===== src/aemg_pkg.sv =====
// ----------------------------------------------------------------------------
// aemg_pkg
// Shared widths, register codes and pipeline payload types of the Abel matrix
// entry generator.
// ----------------------------------------------------------------------------
`timescale 1ns / 1ps

package aemg_pkg;

  localparam int STEP_W  = 32;
  localparam int SIZE_W  = 9;
  localparam int COORD_W = 8;
  localparam int IDX_W   = 24;
  localparam int LEN_W   = 41;
  localparam int ROOT_W  = 41;
  localparam int RAD_W   = 2 * ROOT_W;
  localparam int REM_W   = ROOT_W + 2;
  localparam int CFG_AW  = 3;

  typedef enum logic [CFG_AW-1:0] {
    REG_HALF_SIDE = 3'd0,
    REG_BIN_COUNT = 3'd1,
    REG_ROW_STEP  = 3'd2,
    REG_COL_STEP  = 3'd3,
    REG_BIN_STEP  = 3'd4
  } cfg_reg_t;

  // carried along the radius root chain
  typedef struct packed {
    logic [RAD_W-1:0]  s2;
    logic [RAD_W-1:0]  osq;
    logic [RAD_W-1:0]  ksq;
    logic [ROOT_W-1:0] outer;
    logic [ROOT_W-2:0] kstep;
    logic              knz;
    logic [IDX_W-1:0]  idx;
  } s_pay_t;

  // carried along the leg root chains
  typedef struct packed {
    logic             written;
    logic [IDX_W-1:0] idx;
  } l_pay_t;

endpackage


===== src/aemg_square.sv =====
// ----------------------------------------------------------------------------
// aemg_square
// Two-stage squarer for a 41-bit value: split partial products, then sum.
// ----------------------------------------------------------------------------
`timescale 1ns / 1ps

module aemg_square
  import aemg_pkg::*;
(
  input  logic              clk,
  input  logic              en,
  input  logic [ROOT_W-1:0] a,
  output logic [RAD_W-1:0]  sq
);

  localparam int LO_W = (ROOT_W + 1) / 2;
  localparam int HI_W = ROOT_W - LO_W;

  logic [2*LO_W-1:0]      p_ll_r;
  logic [HI_W+LO_W-1:0]   p_hl_r;
  logic [2*HI_W-1:0]      p_hh_r;
  logic [RAD_W-1:0]       sq_r;

  // stage 1: partial products
  always_ff @(posedge clk) begin
    if (en) begin
      p_ll_r <= a[LO_W-1:0] * a[LO_W-1:0];
      p_hl_r <= a[ROOT_W-1:LO_W] * a[LO_W-1:0];
      p_hh_r <= a[ROOT_W-1:LO_W] * a[ROOT_W-1:LO_W];
    end
  end

  // stage 2: weighted sum, cross term doubled
  always_ff @(posedge clk) begin
    if (en) begin
      sq_r <= (RAD_W'(p_hh_r) << (2 * LO_W)) + (RAD_W'(p_hl_r) << (LO_W + 1))
            + RAD_W'(p_ll_r);
    end
  end

  assign sq = sq_r;

endmodule


===== config.mk =====
export PLATFORM = sky130hd
export DESIGN_NAME = aemg_square
export DESIGN_NICKNAME = d
export VERILOG_FILES = /design/src/aemg_pkg.sv /design/src/aemg_square.sv
export SDC_FILE = /design/constraint.sdc
export NUM_CORES = 2
export LEC_CHECK = 0
export ABC_AREA = 1
export BUFFER_PORTS_ARGS = -buffer_cell sky130_fd_sc_hd__buf_2
export CAP_MARGIN = 25
export CORE_MARGIN = 2
export CORE_UTILIZATION = 50
export CTS_BUF_LIST = sky130_fd_sc_hd__clkbuf_16
export DETAILED_ROUTE_END_ITERATION = 10
export PLACE_DENSITY = 0.66
export SYNTH_ARGS = -nofsm -noshare
export SYNTH_HDL_FRONTEND = slang
export SYNTH_SLANG_ARGS = --single-unit

===== constraint.sdc =====
create_clock -name clk -period 7.8 [get_ports clk]
set_input_delay 0.39 -clock clk [delete_from_list [all_inputs] [get_ports clk]]
set_output_delay 0.39 -clock clk [all_outputs]
set_load 0.01 [all_outputs]

* Word level (Yosys, flattened, before mapping)
Index checks and enable logic that the tools add are counted.
** Cells by class
- Add/sub/neg operators :: 2
- Multipliers :: 3
- Divide/modulo/power cells :: 0
- Order comparisons :: 0
- Equal/unequal tests :: 0
- Shift-type cells :: 0
- Mux-type cells :: 0
- Bitwise gates (word level) :: 0
- Reductions and logical operators :: 0
** Operators by type and width (number)
- 82-bit by 42-bit adder with 82-bit output :: 1
- 82-bit by 63-bit adder with 82-bit output :: 1
- 21-bit by 21-bit multiplier with 42-bit output :: 1
- 20-bit by 21-bit multiplier with 41-bit output :: 1
- 20-bit by 20-bit multiplier with 40-bit output :: 1
** Storage, ports and cells
- Register bits after elaboration :: 205
- Latch bits :: 0
- Bits in writable memories :: 0
- Memory bits (read-only) :: 0
- Input bits :: 43
- Output and inout bits :: 82
- Memories :: 0

* Logic depth before layout (Yosys ltp)
- Depth in word-level cells :: 2
- Gate-level depth with buffers :: 30
- Mapped depth without buffers :: 28

* Least setup slack after synthesis
No wires, ideal clock.
- Path kind :: input to register
- Start point :: input a[24]
- End point :: register p_hh_r[33] (data pin)
- Library setup time :: 252 ps
- Arrival :: 5871 ps
- Required time :: 7548 ps
- Setup slack :: 1677 ps
- Stages :: 26
- Buffers on the path :: 2
- Path through :: clkbuf_1 > clkbuf_1 > nand2_1 > fa_1 > inv_1 > fa_1 > inv_1 > fa_1 > inv_1 > fa_1 > inv_1 > fa_1 > inv_1 > fa_1 > inv_1 > fa_1 > inv_1 > ha_1 > nand2_1 > nor2_1 > and2_1 > nand2_1 > nand2_1 > nand3b_1 > nand3_1 > nand2_1
** Between the ends
- Word-level cells in the longest chain between the ends :: 1
** Ends and longest elaborated chain
- start, declared :: RTL line aemg_square.sv:12 : input logic [ROOT_W-1:0] a,
- 20-bit by 20-bit multiplier with 40-bit output :: RTL line aemg_square.sv:29 : p_hh_r <= a[ROOT_W-1:LO_W] * a[ROOT_W-1:LO_W];
- end signal, assigned :: RTL line aemg_square.sv:29
- end, declared :: RTL line aemg_square.sv:21 : logic [2*HI_W-1:0] p_hh_r;
No other way between the ends.
A chain may end at the register's enable or synchronous reset.

* Worst setup path after layout
- Start point :: input a[7]
- End point :: register p_hl_r[33] (data pin)
** Between the ends
- Word-level cells in the longest chain between the ends :: 1
** Ends and longest elaborated chain
- 20-bit by 21-bit multiplier with 41-bit output :: RTL line aemg_square.sv:28 : p_hl_r <= a[ROOT_W-1:LO_W] * a[LO_W-1:0];
- end signal, assigned :: RTL line aemg_square.sv:28
- end, declared :: RTL line aemg_square.sv:20 : logic [HI_W+LO_W-1:0] p_hl_r;
No other way between the ends.

==> flow_summary.ini <==
[outcome]
outcome = complete, no violations

[clock_network]
clockRootBuffer = clkbuf_16
clock-sinks = 202
clk_latency_ns = 0.58
htreeDepth = 1
postCtsHoldBufs = 0
postCtsSetupBuffers = 0
clk_pin_slew_worst_paths_ns = 0.06
numCtsBuffers = 23
cts.repair.resized = 0
cts_buffer_depth = 3
tritoncts = done

[floorplanning]
placementRows = 116
io_pins = 125
die_x_um = 322
core_area_mm2 = 0.100
die_h_um = 322
dieArea_mm2 = 0.104
initial_core_util = 0.505

[critical_path]
rr_startpoint = p_ll_r[41]
ff2ff_path_depth = 8
reg2reg_slack_ns = 5.33
startpoint_type = primary input
critPathKind = primary input to flip-flop
crit_arrival_ns = 6.94
endpoint_kind = flip-flop
cp_max_fo = 36
regToRegEndpoint = sq[48]
required_ns = 8.09

[placed_design]
dpl.hpwl_mm = 111
port_buffers = 123
gp_congestion = 0.977
place_inst = 7858

[sta]
fmax_mhz = 150
period_minus_slack_ns = 6.65
max_slew_margin = 0.237
clock_skew_ns = 0.0527
worstMarginPinSlew_ns = 1.14
slew_viol_final = 0
final.setup.tns_ns = 0
rsz0062_at_grt = no
hold_viol = 0
finalCritPeriodShare = 0.853
fin_worst_hold_slack_ns = 0.243
finalSetupViolCount = 0

[layout]
final_cell_mix = inv_1 (1,931), nand2_1 (1,794), fa_1 (931), ha_1 (495), nor2_1 (292)
diodes = 0
fin_cells = 7904
drive_gt1_frac = 0.0429
nNetsFinal = 7999
syn_to_final_growth_pct = 6.11
final_common_cell = inv_1

[yosys]
async_flop_share = 0
synth_cells = 6488
synth-edff-count = 202
synth_area_mm2 = 0.0507
avgSynthCellArea_um2 = 7.81
ys_seq_area_frac = 0.120
synth_seq_cells = 202
synth_nets = 7957
synth_cell_type_count = 38
synth_flop_cell = edfxtp_1
yosys_warnings = 0

[route]
vias_per_cell = 4.99
wirelength_mm = 134
dr.pass1.iters = 7
drc_errors = 0
drt_iter0_drc = 3091
wl_per_cell_um = 17.0
ant_nets = 0
vias = 39500

[hold_path]
hold_depth = 1
min_path_type = primary input to flip-flop
whs_endpoint = p_ll_r[0]
hp-start = a[0]

[global_route]
grt_max_degree = 78
grt_pass1_vias = 41000
grt_remaining_overflow = 0
antenna_found_initial = 0
grt_pass1_wl_mm = 219
groute.usage.overall = 0.271

[flow_run]
cap_violations = 0
-- per-stage QoR --
stage,cell area [um2],setup slack (ns),utilization
global placement,52900,0.686,0.528
CTS,53700,1.30,0.535
finish,53800,1.15,0.536
detailed placement,52900,0.691,0.528
global route,53800,0.933,0.536
floorplan,50700,1.68,-
-- metal layers --
| layer | vias to the layer above | global-route usage | share of wire |
|---|---|---|---|
| li1 | 18800 | - | - |
| met1 | 19100 | 0.386 | 0.45 |
| met2 | 1352 | 0.434 | 0.45 |
| met3 | 201 | 0.0347 | 0.076 |
| met4 | 0 | 0.0764 | 0.031 |
| met5 | - | 0 | 0 |
-- synthesized netlist by cell type, types with 3 or more instances --
library cell	n	area [um2]
inv_1	1929	7240
nand2_1	1794	6730
fa_1	931	18600
ha_1	495	6190
nor2_1	292	1100
edfxtp_1	202	6070
clkbuf_1	170	638
a21oi_1	163	816
nand3_1	139	696
xor2_1	88	771
o21ai_0	70	350
nor3_1	40	200
xnor2_1	38	333
nand4_1	23	144
buf_1	16	60.1
a21o_1	11	82.6
o21bai_1	10	75.1
nand3b_1	8	60.1
a31oi_1	7	43.8
nand2_2	7	43.8
nor2_2	7	43.8
and2_1	6	37.5
nand3_2	6	60.1
o211ai_1	6	45.0
o21a_1	6	45.0
or2_2	6	37.5
inv_2	3	11.3
nor3_2	3	30.0
o21ai_2	3	26.3
-- registers in the layout, summed over array words and instances (netlist names) --
register  flops
p_hh_r       39
p_hl_r       41
p_ll_r       41
sq           81
-- final cells by class --
cell class / instances / area, um2
Timing Repair Buffer: 205 / 1340
Clock inverter: 19 / 190
Inverter: 1932 / 7250
Multi-Input combinational cell: 4166 / 36700
Tap cell: 1357 / 1700
Clock buffer: 23 / 576
Sequential cell: 202 / 6070
Fill cell: 9608 / 46500
-- worst max-delay path by stage --
stage / end / start / cells after the start
3_5_place_dp: p_hl_r[25] / a[9] / 24
3_3_place_gp: p_hl_r[25] / a[9] / 24
6_report: p_hl_r[33] / a[7] / 22
4_1_cts: p_hl_r[25] / a[9] / 24
2_1_floorplan: p_hh_r[33] / a[24] / 26
5_1_grt: p_hl_r[25] / a[10] / 24
-- worst max-delay path, stage by stage --
cell     delay [ns]
buf_2          0.82
nand2_1        0.20
fa_1           0.58
inv_1          0.05
fa_1           0.49
inv_1          0.05
fa_1           0.54
inv_1          0.05
fa_1           0.50
fa_1           0.44
fa_1           0.49
inv_1          0.05
fa_1           0.48
inv_1          0.04
ha_1           0.36
a21oi_1        0.13
o21ai_0        0.57
a21oi_1        0.23
nor2_1         0.14
nor2_1         0.06
nand3_1        0.06
nand2_1        0.15
-- kinds of logic (layout without fill, tap and decap cells) --
family,Yosys count,in the layout,share of synthesized area
adders and majority gates,1426,1426,0.490
muxes,1,1,0.000222
and+or+nand+nor,2335,2335,0.182
buffers and inverters,2120,2179,0.157
AOI/OAI and AO/OA,277,277,0.0294
xor gates and xnor gates,126,126,0.0218
other,1,1,0.0000740
DFF,202,202,0.120
Power is left out: the tool's default activity adds up to more than one toggle a clock period on the data nets, which glitch-free logic cannot reach.
